### src/rtl/ndq_pkg.sv
package ndq_pkg;

    localparam int TAPS     = 9;
    localparam int TAP_W    = 4;
    localparam int CH_W     = 1;
    localparam int CHANNELS = 2;

    localparam int SAMPLE_W = 32;
    localparam int NOISE_W  = 16;
    localparam int DEPTH_W  = 5;
    localparam int CODE_W   = 24;
    localparam int ERR_W    = 18;
    localparam int TPDF_W   = 17;
    localparam int MUL_A_W  = 18;
    localparam int MUL_B_W  = 17;
    localparam int PROD_W   = MUL_A_W + MUL_B_W;
    localparam int ACC_W    = 58;
    localparam int QM_W     = ACC_W - 32;
    localparam int Q_W      = QM_W + 1;
    localparam int XLOW_W   = 34;

    localparam logic [DEPTH_W-1:0] DEPTH_MIN   = 5'd8;
    localparam logic [DEPTH_W-1:0] DEPTH_MAX   = 5'd24;
    localparam logic [DEPTH_W-1:0] DEPTH_RESET = 5'd16;

    // 1/sqrt2 in Q0.16, kept as a positive signed multiplier operand.
    localparam logic signed [MUL_B_W-1:0] INV_SQRT2 = 17'sd46341;

    typedef logic [TAP_W-1:0]          tap_idx_t;
    typedef logic signed [ERR_W-1:0]   err_t;
    typedef logic signed [TPDF_W-1:0]  tpdf_t;
    typedef logic signed [ACC_W-1:0]   acc_t;

    typedef struct packed {
        logic                       init;
        logic                       issue;
        logic                       sub;
        logic signed [MUL_A_W-1:0]  a;
        logic signed [MUL_B_W-1:0]  b;
    } mac_ctrl_t;

    typedef struct packed {
        logic              clear;
        logic              update;
        logic [CH_W-1:0]   ch;
        err_t              err;
        tpdf_t             tpdf;
    } hist_ctrl_t;

    // Noise-shaping filter coefficients in Q4.12, tap 0 is the newest error.
    function automatic logic signed [MUL_B_W-1:0] shape_coef(input tap_idx_t k);
        logic signed [MUL_B_W-1:0] c;
        case (k)
            4'd0:    c = 17'sd9880;
            4'd1:    c = -17'sd13804;
            4'd2:    c = 17'sd16126;
            4'd3:    c = -17'sd17097;
            4'd4:    c = 17'sd13734;
            4'd5:    c = -17'sd9032;
            4'd6:    c = 17'sd5247;
            4'd7:    c = -17'sd2331;
            4'd8:    c = 17'sd347;
            default: c = '0;
        endcase
        return c;
    endfunction

endpackage

### src/rtl/ndq_if.sv
interface ndq_in_if;
    logic                                 valid;
    logic                                 ready;
    logic signed [ndq_pkg::SAMPLE_W-1:0]  sample;
    logic [ndq_pkg::NOISE_W-1:0]          noise_a;
    logic [ndq_pkg::NOISE_W-1:0]          noise_b;
    logic [ndq_pkg::CH_W-1:0]             channel;
    logic                                 restart;

    modport source (output valid, sample, noise_a, noise_b, channel, restart, input ready);
    modport sink   (input valid, sample, noise_a, noise_b, channel, restart, output ready);
endinterface

interface ndq_out_if;
    logic                                 valid;
    logic                                 ready;
    logic signed [ndq_pkg::CODE_W-1:0]    code;
    logic [ndq_pkg::CH_W-1:0]             out_channel;
    logic                                 clipped;

    modport source (output valid, code, out_channel, clipped, input ready);
    modport sink   (input valid, code, out_channel, clipped, output ready);
endinterface

### src/rtl/noise_shaped_dither_quantizer.sv
// Noise-shaped dither requantizer.
// Input words arrive on the samples channel (valid/ready): a Q1.31 sample, two
// uniform noise values, a channel number and a restart flag. Each input word
// produces exactly one output word on the codes channel: the sample rounded to
// bit_depth bits after high-pass TPDF dither and 9-tap error-feedback shaping,
// saturated to the signed target range, with a clip flag and the channel.
// bit_depth is written through cfg_wr_en/cfg_wr_data, by the user only while the
// block is idle (unchecked by the block); values below 8 act as 8, above 24 as 24.
// One shared multiply-accumulate unit does the work: nine shaping taps and one
// dither product are issued on consecutive cycles, then the drain step empties
// the product register, the round step rounds and the finish step writes the
// result and the shaping state. samples.ready is high only between words.
// The output register lets a new word be accepted while the previous result
// waits; if the receiver still stalls when the next result is due, the block
// holds in its final step until the output register frees up.
// Reset clears the error history, the previous dither values and the output
// valid, and sets bit_depth to 16. No clearing pass is needed after reset.
module noise_shaped_dither_quantizer
(
    input  logic                             clk,
    input  logic                             rst_n,
    input  logic                             cfg_wr_en,
    input  logic [ndq_pkg::DEPTH_W-1:0]      cfg_wr_data,
    ndq_in_if.sink                           samples,
    ndq_out_if.source                        codes
);

    typedef enum logic [4:0]
    {
        S_IDLE   = 5'b00001,
        S_MAC    = 5'b00010,
        S_DRAIN  = 5'b00100,
        S_ROUND  = 5'b01000,
        S_FINISH = 5'b10000
    } state_t;

    state_t                               state_reg;
    state_t                               state_next;
    ndq_pkg::tap_idx_t                    tap_reg;
    ndq_pkg::tap_idx_t                    tap_next;
    logic [ndq_pkg::DEPTH_W-1:0]          bit_depth_reg;
    logic [ndq_pkg::DEPTH_W-1:0]          depth_clamped;
    logic [ndq_pkg::DEPTH_W-1:0]          depth_reg;
    logic [ndq_pkg::CH_W-1:0]             ch_reg;
    ndq_pkg::tpdf_t                       tpdf_reg;
    logic [ndq_pkg::QM_W-1:0]             qm_reg;
    logic                                 xneg_reg;
    logic [ndq_pkg::XLOW_W-1:0]           xlow_reg;

    logic                                 out_valid_reg;
    logic signed [ndq_pkg::CODE_W-1:0]    code_reg;
    logic [ndq_pkg::CH_W-1:0]             out_ch_reg;
    logic                                 clip_reg;

    logic                                 accept;
    logic                                 finish;
    ndq_pkg::mac_ctrl_t                   mac_ctrl;
    ndq_pkg::hist_ctrl_t                  hist_ctrl;
    ndq_pkg::acc_t                        init_value;
    ndq_pkg::acc_t                        acc;
    ndq_pkg::err_t                        rd_err;
    ndq_pkg::tpdf_t                       rd_tpdf;
    logic signed [ndq_pkg::MUL_A_W-1:0]   tpdf_diff;
    logic [ndq_pkg::TPDF_W:0]             tpdf_sum;

    logic [ndq_pkg::ACC_W-1:0]            x_mag;
    logic [ndq_pkg::ACC_W-1:0]            x_rnd;
    logic signed [ndq_pkg::Q_W-1:0]       q_val;
    logic signed [ndq_pkg::Q_W-1:0]       q_hi;
    logic signed [ndq_pkg::Q_W-1:0]       q_lo;
    logic signed [ndq_pkg::Q_W-1:0]       q_sat;
    logic                                 q_clip;
    logic [ndq_pkg::XLOW_W-1:0]           err_full;

    // Configuration register and its clamp to the supported word lengths.
    always_ff @(posedge clk or negedge rst_n)
    begin
        if (!rst_n)
        begin
            bit_depth_reg <= ndq_pkg::DEPTH_RESET;
        end
        else if (cfg_wr_en)
        begin
            bit_depth_reg <= cfg_wr_data;
        end
    end

    always_comb
    begin
        depth_clamped = bit_depth_reg;
        if (bit_depth_reg < ndq_pkg::DEPTH_MIN)
        begin
            depth_clamped = ndq_pkg::DEPTH_MIN;
        end
        else if (bit_depth_reg > ndq_pkg::DEPTH_MAX)
        begin
            depth_clamped = ndq_pkg::DEPTH_MAX;
        end
    end

    assign samples.ready = (state_reg == S_IDLE);
    assign accept        = samples.valid && samples.ready;
    assign finish        = (state_reg == S_FINISH) && (!out_valid_reg || codes.ready);

    // The working sum starts as the sample scaled to target LSB units, in Q.32.
    assign init_value = ndq_pkg::acc_t'(samples.sample) <<< depth_clamped;

    // Current TPDF value: noise_a + noise_b - 1.0 in Q1.16.
    assign tpdf_sum = {2'b00, samples.noise_a} + {2'b00, samples.noise_b}
                      - (ndq_pkg::TPDF_W + 1)'(65536);

    assign tpdf_diff = ndq_pkg::MUL_A_W'(tpdf_reg) - ndq_pkg::MUL_A_W'(rd_tpdf);

    // Sequencer.
    always_comb
    begin
        state_next = state_reg;
        tap_next   = tap_reg;
        case (state_reg)
            S_IDLE:
            begin
                tap_next = '0;
                if (accept)
                begin
                    state_next = S_MAC;
                end
            end
            S_MAC:
            begin
                tap_next = tap_reg + 1'b1;
                if (tap_reg == ndq_pkg::tap_idx_t'(ndq_pkg::TAPS))
                begin
                    state_next = S_DRAIN;
                end
            end
            S_DRAIN:
            begin
                state_next = S_ROUND;
            end
            S_ROUND:
            begin
                state_next = S_FINISH;
            end
            S_FINISH:
            begin
                if (finish)
                begin
                    state_next = S_IDLE;
                end
            end
            default:
            begin
                state_next = S_IDLE;
            end
        endcase
    end

    always_ff @(posedge clk or negedge rst_n)
    begin
        if (!rst_n)
        begin
            state_reg <= S_IDLE;
            tap_reg   <= '0;
        end
        else
        begin
            state_reg <= state_next;
            tap_reg   <= tap_next;
        end
    end

    // Shared multiply-accumulate unit: shaping taps first, then the dither term.
    always_comb
    begin
        mac_ctrl.init  = accept;
        mac_ctrl.issue = (state_reg == S_MAC);
        mac_ctrl.sub   = (tap_reg != ndq_pkg::tap_idx_t'(ndq_pkg::TAPS));
        if (tap_reg == ndq_pkg::tap_idx_t'(ndq_pkg::TAPS))
        begin
            mac_ctrl.a = tpdf_diff;
            mac_ctrl.b = ndq_pkg::INV_SQRT2;
        end
        else
        begin
            mac_ctrl.a = rd_err;
            mac_ctrl.b = ndq_pkg::shape_coef(tap_reg);
        end
    end

    ndq_mac u_mac
    (
        .clk        (clk),
        .rst_n      (rst_n),
        .ctrl       (mac_ctrl),
        .init_value (init_value),
        .acc        (acc)
    );

    // Rounding to nearest with halves away from zero, on the magnitude.
    assign x_mag = acc[ndq_pkg::ACC_W-1] ? (~acc + 1'b1) : acc;
    assign x_rnd = x_mag + ndq_pkg::ACC_W'(64'h8000_0000);

    // Rounded value, signed again, and its saturation to the target range.
    assign q_val = xneg_reg ? -$signed({1'b0, qm_reg}) : $signed({1'b0, qm_reg});
    assign q_hi  = (ndq_pkg::Q_W'(1) <<< (depth_reg - 1'b1)) - 1'b1;
    assign q_lo  = -(ndq_pkg::Q_W'(1) <<< (depth_reg - 1'b1));

    always_comb
    begin
        q_sat  = q_val;
        q_clip = 1'b0;
        if (q_val > q_hi)
        begin
            q_sat  = q_hi;
            q_clip = 1'b1;
        end
        else if (q_val < q_lo)
        begin
            q_sat  = q_lo;
            q_clip = 1'b1;
        end
    end

    // The new error q - x lies within half an LSB, so 34 bits carry it exactly;
    // it is rounded to Q.16 with halves upward.
    assign err_full = {q_val[1:0], 32'h0000_0000} - xlow_reg
                      + ndq_pkg::XLOW_W'(32768);

    always_comb
    begin
        hist_ctrl.clear  = accept && samples.restart;
        hist_ctrl.update = finish;
        hist_ctrl.ch     = accept ? samples.channel : ch_reg;
        hist_ctrl.err    = err_full[ndq_pkg::XLOW_W-1:16];
        hist_ctrl.tpdf   = tpdf_reg;
    end

    ndq_hist u_hist
    (
        .clk     (clk),
        .rst_n   (rst_n),
        .ctrl    (hist_ctrl),
        .rd_ch   (ch_reg),
        .rd_tap  (tap_reg),
        .rd_err  (rd_err),
        .rd_tpdf (rd_tpdf)
    );

    // Per-word working registers.
    always_ff @(posedge clk)
    begin
        if (accept)
        begin
            ch_reg    <= samples.channel;
            depth_reg <= depth_clamped;
            tpdf_reg  <= tpdf_sum[ndq_pkg::TPDF_W-1:0];
        end
        if (state_reg == S_ROUND)
        begin
            qm_reg   <= x_rnd[ndq_pkg::ACC_W-1:32];
            xneg_reg <= acc[ndq_pkg::ACC_W-1];
            xlow_reg <= acc[ndq_pkg::XLOW_W-1:0];
        end
    end

    // Output register.
    always_ff @(posedge clk or negedge rst_n)
    begin
        if (!rst_n)
        begin
            out_valid_reg <= 1'b0;
        end
        else if (finish)
        begin
            out_valid_reg <= 1'b1;
        end
        else if (codes.ready)
        begin
            out_valid_reg <= 1'b0;
        end
    end

    always_ff @(posedge clk)
    begin
        if (finish)
        begin
            code_reg   <= q_sat[ndq_pkg::CODE_W-1:0];
            out_ch_reg <= ch_reg;
            clip_reg   <= q_clip;
        end
    end

    assign codes.valid       = out_valid_reg;
    assign codes.code        = code_reg;
    assign codes.out_channel = out_ch_reg;
    assign codes.clipped     = clip_reg;

endmodule

### src/rtl/ndq_mac.sv
module ndq_mac
(
    input  logic               clk,
    input  logic               rst_n,
    input  ndq_pkg::mac_ctrl_t ctrl,
    input  ndq_pkg::acc_t      init_value,
    output ndq_pkg::acc_t      acc
);

    logic signed [ndq_pkg::PROD_W-1:0] prod_reg;
    logic                              prod_valid_reg;
    logic                              prod_sub_reg;
    ndq_pkg::acc_t                     acc_reg;
    ndq_pkg::acc_t                     prod_ext;

    // Products register before they reach the accumulator.
    always_ff @(posedge clk)
    begin
        if (ctrl.issue)
        begin
            prod_reg     <= ctrl.a * ctrl.b;
            prod_sub_reg <= ctrl.sub;
        end
    end

    always_ff @(posedge clk or negedge rst_n)
    begin
        if (!rst_n)
        begin
            prod_valid_reg <= 1'b0;
        end
        else
        begin
            prod_valid_reg <= ctrl.issue;
        end
    end

    assign prod_ext = ndq_pkg::ACC_W'(prod_reg);

    // Shaping taps enter scaled by 16 and subtracted; the dither term is added.
    always_ff @(posedge clk)
    begin
        if (ctrl.init)
        begin
            acc_reg <= init_value;
        end
        else if (prod_valid_reg)
        begin
            if (prod_sub_reg)
            begin
                acc_reg <= acc_reg - (prod_ext <<< 4);
            end
            else
            begin
                acc_reg <= acc_reg + prod_ext;
            end
        end
    end

    assign acc = acc_reg;

endmodule

### src/rtl/ndq_hist.sv
module ndq_hist
(
    input  logic                        clk,
    input  logic                        rst_n,
    input  ndq_pkg::hist_ctrl_t         ctrl,
    input  logic [ndq_pkg::CH_W-1:0]    rd_ch,
    input  ndq_pkg::tap_idx_t           rd_tap,
    output ndq_pkg::err_t               rd_err,
    output ndq_pkg::tpdf_t              rd_tpdf
);

    ndq_pkg::err_t  err_reg  [ndq_pkg::CHANNELS][ndq_pkg::TAPS];
    ndq_pkg::tpdf_t tpdf_reg [ndq_pkg::CHANNELS];

    always_ff @(posedge clk or negedge rst_n)
    begin
        if (!rst_n)
        begin
            for (int c = 0; c < ndq_pkg::CHANNELS; c++)
            begin
                for (int k = 0; k < ndq_pkg::TAPS; k++)
                begin
                    err_reg[c][k] <= '0;
                end
                tpdf_reg[c] <= '0;
            end
        end
        else if (ctrl.clear)
        begin
            for (int k = 0; k < ndq_pkg::TAPS; k++)
            begin
                err_reg[ctrl.ch][k] <= '0;
            end
            tpdf_reg[ctrl.ch] <= '0;
        end
        else if (ctrl.update)
        begin
            for (int k = ndq_pkg::TAPS - 1; k > 0; k--)
            begin
                err_reg[ctrl.ch][k] <= err_reg[ctrl.ch][k-1];
            end
            err_reg[ctrl.ch][0] <= ctrl.err;
            tpdf_reg[ctrl.ch]   <= ctrl.tpdf;
        end
    end

    always_comb
    begin
        rd_err = '0;
        if (rd_tap < ndq_pkg::tap_idx_t'(ndq_pkg::TAPS))
        begin
            rd_err = err_reg[rd_ch][rd_tap];
        end
    end

    assign rd_tpdf = tpdf_reg[rd_ch];

endmodule

### src/flat_wrapper.sv
// flat-port wrapper written by rule: the top's interface ports become plain ports
module noise_shaped_dither_quantizer_flat 
  (clk, rst_n, cfg_wr_en, cfg_wr_data, samples_valid, samples_sample, samples_noise_a, samples_noise_b, samples_channel, samples_restart, samples_ready, codes_valid, codes_code, codes_out_channel, codes_clipped, codes_ready);
  ndq_in_if samples_i ();
  ndq_out_if codes_i ();
  input  logic clk;
  input  logic rst_n;
  input  logic cfg_wr_en;
  input  logic [ndq_pkg::DEPTH_W-1:0] cfg_wr_data;
  input wire logic [$bits(samples_i.valid)-1:0] samples_valid;
  input wire logic [$bits(samples_i.sample)-1:0] samples_sample;
  input wire logic [$bits(samples_i.noise_a)-1:0] samples_noise_a;
  input wire logic [$bits(samples_i.noise_b)-1:0] samples_noise_b;
  input wire logic [$bits(samples_i.channel)-1:0] samples_channel;
  input wire logic [$bits(samples_i.restart)-1:0] samples_restart;
  output wire logic [$bits(samples_i.ready)-1:0] samples_ready;
  output wire logic [$bits(codes_i.valid)-1:0] codes_valid;
  output wire logic [$bits(codes_i.code)-1:0] codes_code;
  output wire logic [$bits(codes_i.out_channel)-1:0] codes_out_channel;
  output wire logic [$bits(codes_i.clipped)-1:0] codes_clipped;
  input wire logic [$bits(codes_i.ready)-1:0] codes_ready;
  assign samples_i.valid = samples_valid;
  assign samples_i.sample = samples_sample;
  assign samples_i.noise_a = samples_noise_a;
  assign samples_i.noise_b = samples_noise_b;
  assign samples_i.channel = samples_channel;
  assign samples_i.restart = samples_restart;
  assign samples_ready = samples_i.ready;
  assign codes_valid = codes_i.valid;
  assign codes_code = codes_i.code;
  assign codes_out_channel = codes_i.out_channel;
  assign codes_clipped = codes_i.clipped;
  assign codes_i.ready = codes_ready;
  noise_shaped_dither_quantizer u_core (.clk(clk), .rst_n(rst_n), .cfg_wr_en(cfg_wr_en), .cfg_wr_data(cfg_wr_data), .samples(samples_i), .codes(codes_i));
endmodule
### config.mk
export PLATFORM = sky130hd
export DESIGN_NAME = noise_shaped_dither_quantizer_flat
export DESIGN_NICKNAME = d
export VERILOG_FILES = /design/src/rtl/ndq_pkg.sv /design/src/rtl/ndq_if.sv /design/src/rtl/noise_shaped_dither_quantizer.sv /design/src/rtl/ndq_mac.sv /design/src/rtl/ndq_hist.sv /design/src/flat_wrapper.sv
export SDC_FILE = /design/constraint.sdc
export NUM_CORES = 2
export LEC_CHECK = 0
export ABC_AREA = 1
export ABC_CLOCK_PERIOD_IN_PS = 16200
export BUFFER_PORTS_ARGS = -buffer_cell sky130_fd_sc_hd__buf_2
export CAP_MARGIN = 20
export CORE_ASPECT_RATIO = 1.75
export CORE_MARGIN = 5
export CORE_UTILIZATION = 40
export DETAILED_ROUTE_END_ITERATION = 8
export HOLD_SLACK_MARGIN = 0.05
export PLACE_DENSITY = 0.64
export SYNTH_ARGS = -nofsm -noshare
export SYNTH_HDL_FRONTEND = slang
export SYNTH_SLANG_ARGS = --single-unit
export TNS_END_PERCENT = 10
### constraint.sdc
create_clock -name clk -period 16.2 [get_ports clk]
set_input_delay 2.43 -clock clk [delete_from_list [all_inputs] [get_ports clk]]
set_output_delay 2.43 -clock clk [all_outputs]
set_load 0.02 [all_outputs]
Word level (Yosys, flattened, before mapping)

Memories as Yosys holds them, arrays and structs flattened.
Index checks and enable logic that the tools add are counted.

Add/sub/neg operators: 14
Multipliers: 1
Order comparisons: 9
Equality and inequality tests: 10
Shifts and indexed selects: 3
Muxes and demuxes: 66
Bitwise logic cells: 24
Reduce and logical (&&, ||, !) cells: 11

Operators by type and width:

| operator                                                         | number |
|---|---|
| 324-bit AND                                                      | 9 |
| 324-bit bitwise mux                                              | 9 |
| 324-bit inverter                                                 | 9 |
| 162-bit demux with 1-bit select                                  | 9 |
| 162-bit 2-to-1 mux                                               | 7 |
| 324-bit 2-to-1 mux                                               | 2 |
| 58-bit 2-to-1 mux                                                | 4 |
| 144-bit 2-to-1 mux                                               | 1 |
| 126-bit 2-to-1 mux                                               | 1 |
| 108-bit 2-to-1 mux                                               | 1 |
| 90-bit 2-to-1 mux                                                | 1 |
| 18-bit binary-select mux with 4-bit select                       | 1 |
| 18-bit 2-to-1 mux                                                | 4 |
| 72-bit 2-to-1 mux                                                | 1 |
| 17-bit 2-to-1 mux                                                | 4 |
| 34-bit 2-to-1 mux                                                | 2 |
| 58-bit by 1-bit adder with 58-bit output, second input constant  | 1 |
| 58-bit by 32-bit adder with 58-bit output, second input constant | 1 |
| 58-bit by 35-bit adder with 58-bit output                        | 1 |
| 58-bit inverter                                                  | 1 |
| 32-bit by 5-bit <<< shifter with 58-bit output                   | 1 |
| 58-bit by 39-bit subtractor with 58-bit output                   | 1 |
| 54-bit 2-to-1 mux                                                | 1 |
| 24-bit 2-to-1 mux                                                | 2 |
| 48 further kinds                                                 | 64 |

Register bits after elaboration: 578
Memory bits (read-only): 272
Input bits: 76
Output and inout port bits: 28
Logic and storage cells: 176
Memories: 1

Memory list:

| name             | depth | width | rd ports | clocked after Yosys merged registers in | write ports | line          | source |
|---|---|---|---|---|---|---|---|
| (name not given) | 16    | 17    | 1        | 0                                       | 0           | ndq_pkg.sv:53 | `case (k)` |

Depth between registers and ports, before layout

Depth in word-level cells: 19
Depth in mapped cells: 47

By module

Synthesis repeated with hierarchy kept, for this count alone.

Cells, all modules: 7779
Area total of the unflattened synthesis: 55092.8 sq um

By module, submodules not included:

| module                        | instances | cells an instance | area an instance (sq um) |
|---|---|---|---|
| ndq_mac                       | 1         | 3872              | 25190.4 |
| ndq_hist                      | 1         | 1946              | 16368.2 |
| noise_shaped_dither_quantizer | 1         | 1961              | 13534.2 |

Least setup slack after synthesis

No wires, ideal clock.

Kind: register to register
Start: register u_core.ch_reg
End: register u_core.u_mac.prod_reg[34] (netlist bit), data pin
Setup time: 0.262 ns
Arrival: 8.186 ns
Required time: 15.938 ns
Slack: 7.751 ns
Cell stages (with the launch flop): 38
Buffers on the path: 7
Clock period less this slack: 8.449 ns
Cell sequence: dfxtp_1 -> buf_2 -> buf_2 -> buf_2 -> clkbuf_1 -> clkbuf_1 -> o21ai_0 -> ha_1 -> a21oi_1 -> nand2_1 -> nand2_1 -> o21ai_1 -> nand2_1 -> nand2_1 -> nand3_1 -> nand4_1 -> nand2_1 -> nand2_1 -> [2 not listed] -> buf_4 -> nor2_1 -> fa_1 -> fa_1 -> buf_1 -> inv_1 -> fa_1 -> fa_1 -> fa_1 -> fa_1 -> inv_1 -> ha_1 -> a21oi_1 -> o21ai_0 -> a221oi_1 -> o21ai_0 -> a21oi_1 -> xor2_1

Cells in the longest elaborated chain, start to end: 10
Elaborated cells on any way between the ends: 14
Those cells by class: add/sub: 1; mul: 1; mux: 11; bitwise: 1

Ends and longest elaborated chain:

| item                                                                                                   | line                                 | source |
|---|---|---|
| start, declared                                                                                        | noise_shaped_dither_quantizer.sv:44  | `logic [ndq_pkg::CH_W-1:0] ch_reg;` |
| start signal, assigned                                                                                 | noise_shaped_dither_quantizer.sv:254 | `ch_reg <= samples.channel;` |
| 1-bit inverter with 2-bit output (implied by the code) *                                               | ndq_hist.sv:52, ndq_hist.sv:56       |  |
| parallel branches: the longest is 7 deep, another holds 17-bit by 17-bit subtractor with 18-bit output | n/a                                  |  |
| 35-bit 2-to-1 mux *                                                                                    | noise_shaped_dither_quantizer.sv:178 | `if (tap_reg == ndq_pkg::tap_idx_t'(ndq_pkg::TAPS))` |
| 18-bit by 17-bit multiplier with 35-bit output *                                                       | ndq_mac.sv:21                        | `prod_reg <= ctrl.a * ctrl.b;` |
| end signal, assigned                                                                                   | ndq_mac.sv:21                        |  |
| end, declared                                                                                          | ndq_mac.sv:10                        | `logic signed [ndq_pkg::PROD_W-1:0] prod_reg;` |

Every way passes the cells marked *. The select of a mux whose other input is x is not followed.
A chain may end at the register's enable or synchronous reset.

Worst setup path in the final report

Start: register u_core.tap_reg[0]
End: register u_core.u_mac.prod_reg[31] (netlist bit), data pin

Cells in the longest elaborated chain, start to end: 7
Elaborated cells on any way between the ends: 10
Those cells by class: mul: 1; order compare: 1; eq/ne: 1; mux: 5; bitwise: 1; memory: 1

Ends and longest elaborated chain:

| item                                                   | line                                 | source |
|---|---|---|
| start, declared                                        | noise_shaped_dither_quantizer.sv:39  | `ndq_pkg::tap_idx_t tap_reg;` |
| start signal, assigned                                 | noise_shaped_dither_quantizer.sv:168 | `tap_reg <= tap_next;` |
| 4-bit inverter with 5-bit output (implied by the code) | ndq_hist.sv:52                       | `rd_err = err_reg[rd_ch][rd_tap];` |
| 18-bit binary-select mux with 4-bit select             | ndq_hist.sv:52                       |  |
| 18-bit 2-to-1 mux (implied by the code) (2 in series)  | ndq_hist.sv:52                       |  |
| 18-bit 2-to-1 mux                                      | ndq_hist.sv:50                       | `if (rd_tap < ndq_pkg::tap_idx_t'(ndq_pkg::TAPS))` |
| 35-bit 2-to-1 mux *                                    | noise_shaped_dither_quantizer.sv:178 |  |
| 18-bit by 17-bit multiplier with 35-bit output *       | ndq_mac.sv:21                        |  |

Mark *: on every way between the ends. The rest lies on a longest branch, timed or not. The select of a mux whose other input is x is not followed.

==> impl_metrics.py <==
metrics = {
    "global_route": {
        "grt.total_usage": 0.266,
        "grt_max_degree": 172,
        "antenna_found_initial": 4,
        "first_global_vias": 48679,
        "gr-total-overflow": 0,
        "grt_first_pass_wirelength_um": 282000,
    },
    "cts": {
        "ctsRootBufferMaster": "clkbuf_16",
        "clock-sinks": 578,
        "path_clk_slew_ns": 0.08,
        "clock_path_buffers": 3,
        "cts_tree": "yes",
        "cts_max_level": 2,
        "numCtsBuffers": 57,
        "post-cts-setup-buffers": 0,
        "cts-resized-gates": 0,
        "hold_buffers": 0,
        "clock_latency_ns": 0.70,
    },
    "route": {
        "wl_um": 185000,
        "avgRoutedWirePerCell_um": 21.4,
        "drc": 0,
        "ant_nets": 0,
        "dr.pass1.iters": 6,
        "vias_per_cell": 5.48,
        "drt_iter0_drc": 3258,
        "vias": 47424,
    },
    "logic_synthesis": {
        "synth_area_per_cell_um2": 7.49,
        "async_flop_share": 0.647,
        "ys_types": 70,
        "syn_area_um2": 52100,
        "synth_flop_cell": "dfrtp_1",
        "syn_inst": 6957,
        "synth_edf_count": 203,
        "syn_nets": 7641,
        "ys_seq_area_frac": 0.297,
        "ys_warn_count": 0,
        "ys_ff_latch": 578,
    },
    "layout": {
        "drive_gt1_frac": 0.0560,
        "layout.cells.non_filler": 8658,
        "area_growth_pct": 7.54,
        "final_common_cell": "inv_1",
        "layout_common_cells": "inv_1, nand2_1, nor2_1",
        "nNetsFinal": 7612,
        "largest_reg_flops": 324,
        "final_core_util": 0.432,
    },
    "critical_path": {
        "crit_arrival_ns": 10.17,
        "worstPathRequired_ns": 16.66,
        "crit_type": "reg2reg",
        "worst-path-max-fanout": 53,
        "critPathTopFamily": "adder cells",
        "startpoint_type": "flop",
        "critPathSlowestCell": "nor2_1",
        "crit_buf_inv": 9,
        "slowest_delay_ns": 0.71,
        "end_kind": "flop",
        "path_common_cell": "inv_1",
    },
    "place": {
        "dp_slack_ns": 6.18,
        "dp_hpwl_um": 145000,
        "gp_congestion": 1.06,
        "portBuffers": 103,
        "placedCellCount": 8547,
    },
    "flow_run": {
        "maxCapViolCount": 0,
    },
    "timing": {
        "min_period_over_period": 0.600,
        "rsz0062_at_grt": "no",
        "setup_tns_ns": 0,
        "max_slew_margin": 0.235,
        "fin_crit_ns": 9.71,
        "setup_viol": 0,
        "max_freq_mhz": 103,
        "clock_skew_ns": 0.0383,
        "timing.final.hold_violations": 0,
        "worst_pin_slew_ns": 1.14,
        "slew_violations": 0,
        "setup_slack_ns": 6.49,
    },
    "floorplanning": {
        "fp.dieArea_um2": 138000,
        "ios": 104,
        "fp.dieH_um": 487,
        "design.core.area_um2": 130000,
        "die_w_um": 283,
        "rows": 175,
        "start_util": 0.402,
    },
    "hold_path": {
        "hp-class": "reg2reg",
    },
    "status": {
        "outcome": "complete, no violations",
    },
}
[synth_stat cells (all sizes together) (5+ instances only)]
master,count,area share
buf,126,0.012
o41ai,5,0.0011
clkbuf,120,0.0086
nor4,21,0.0025
a21oi,523,0.051
or2,37,0.0044
mux2i,13,0.0025
a21o,19,0.0027
o221ai,14,0.0024
nor3,55,0.0063
o31ai,12,0.0017
nand2,1293,0.094
o21ai,604,0.058
ha,299,0.072
a31oi,17,0.0020
o2111ai,6,0.0010
xor2,105,0.019
o21a,15,0.0022
o211ai,38,0.0055
o22ai,304,0.036
nand4,57,0.0071
edfxtp,203,0.12
a21boi,11,0.0016
and3,5,0.00060
nor2,668,0.050
dfrtp,372,0.18
fa,309,0.12
nand3,243,0.024
o21bai,31,0.0045
clkinv,9,0.00074
nand3b,25,0.0038
inv,1331,0.096
xnor2,41,0.0072
[worst paths after layout]
kind	depth (start not counted)	endpoint	slack, ns	startpoint
worst max-delay path	31	u_core.u_mac.prod_reg[31]	6.49	u_core.tap_reg[0]
worst min-delay path	2	u_core.u_hist.tpdf_reg[31]	0.48	u_core.u_hist.tpdf_reg[31]
worst max register to register	31	u_core.u_mac.prod_reg[31]	6.49	u_core.tap_reg[0]
worst min register to register	2	u_core.u_hist.tpdf_reg[31]	0.48	u_core.u_hist.tpdf_reg[31]
max in group asynchronous	4	u_core.u_hist.err_reg[319]	11.04	rst_n
min in group asynchronous	1	u_core.u_hist.tpdf_reg[24]	1.78	rst_n
[kinds of logic after synthesis]
family,count (synthesis),synth area share
flip-flops,578,0.297
multiplexers,14,0.00271
buffers and inverters,1586,0.118
adder cells (fa/ha/maj),608,0.191
XOR/XNOR,146,0.0257
AND/OR/NAND/NOR,2409,0.194
AO/OA/AOI/OAI,1616,0.173
[area by class of cell]
type / count / area, um^2
clock buffer: 80 / 1630
inverter: 1340 / 5050
antenna: 1 / 2.50
clock inverter: 27 / 295
multi-input combinational: 4793 / 30500
tap: 1681 / 2100
timing repair buffer: 158 / 948
sequential: 578 / 15500
fill: 13377 / 73600
[metal layers]
layer  vias to the layer above  wire, um  global-route usage
met3                       610      8180              0.0280
li1                      22497         -                   -
met4                         0     17700               0.198
met5                         -         0                   0
met2                      1496     93300               0.478
met1                     22821     66200               0.283
[tightest hold or removal path, cell delays in order (launching register included)]
cell and delay [ns]:
dfrtp_1 0.34, nand2_1 0.05, o21ai_0 0.06
[metrics by stage]
| stage | hold slack (ns) | instance area, um^2 |
|---|---|---|
| after floorplan | 0.443 | 52100 |
| after global placement | 0.461 | 54100 |
| after detailed placement | 0.470 | 54100 |
| after CTS | 0.485 | 56000 |
| after global routing | 0.505 | 56000 |
| final | 0.484 | 56000 |
Power is not shown: default switching activity piles up to over one toggle a cycle in this logic, so the estimate is an artifact.
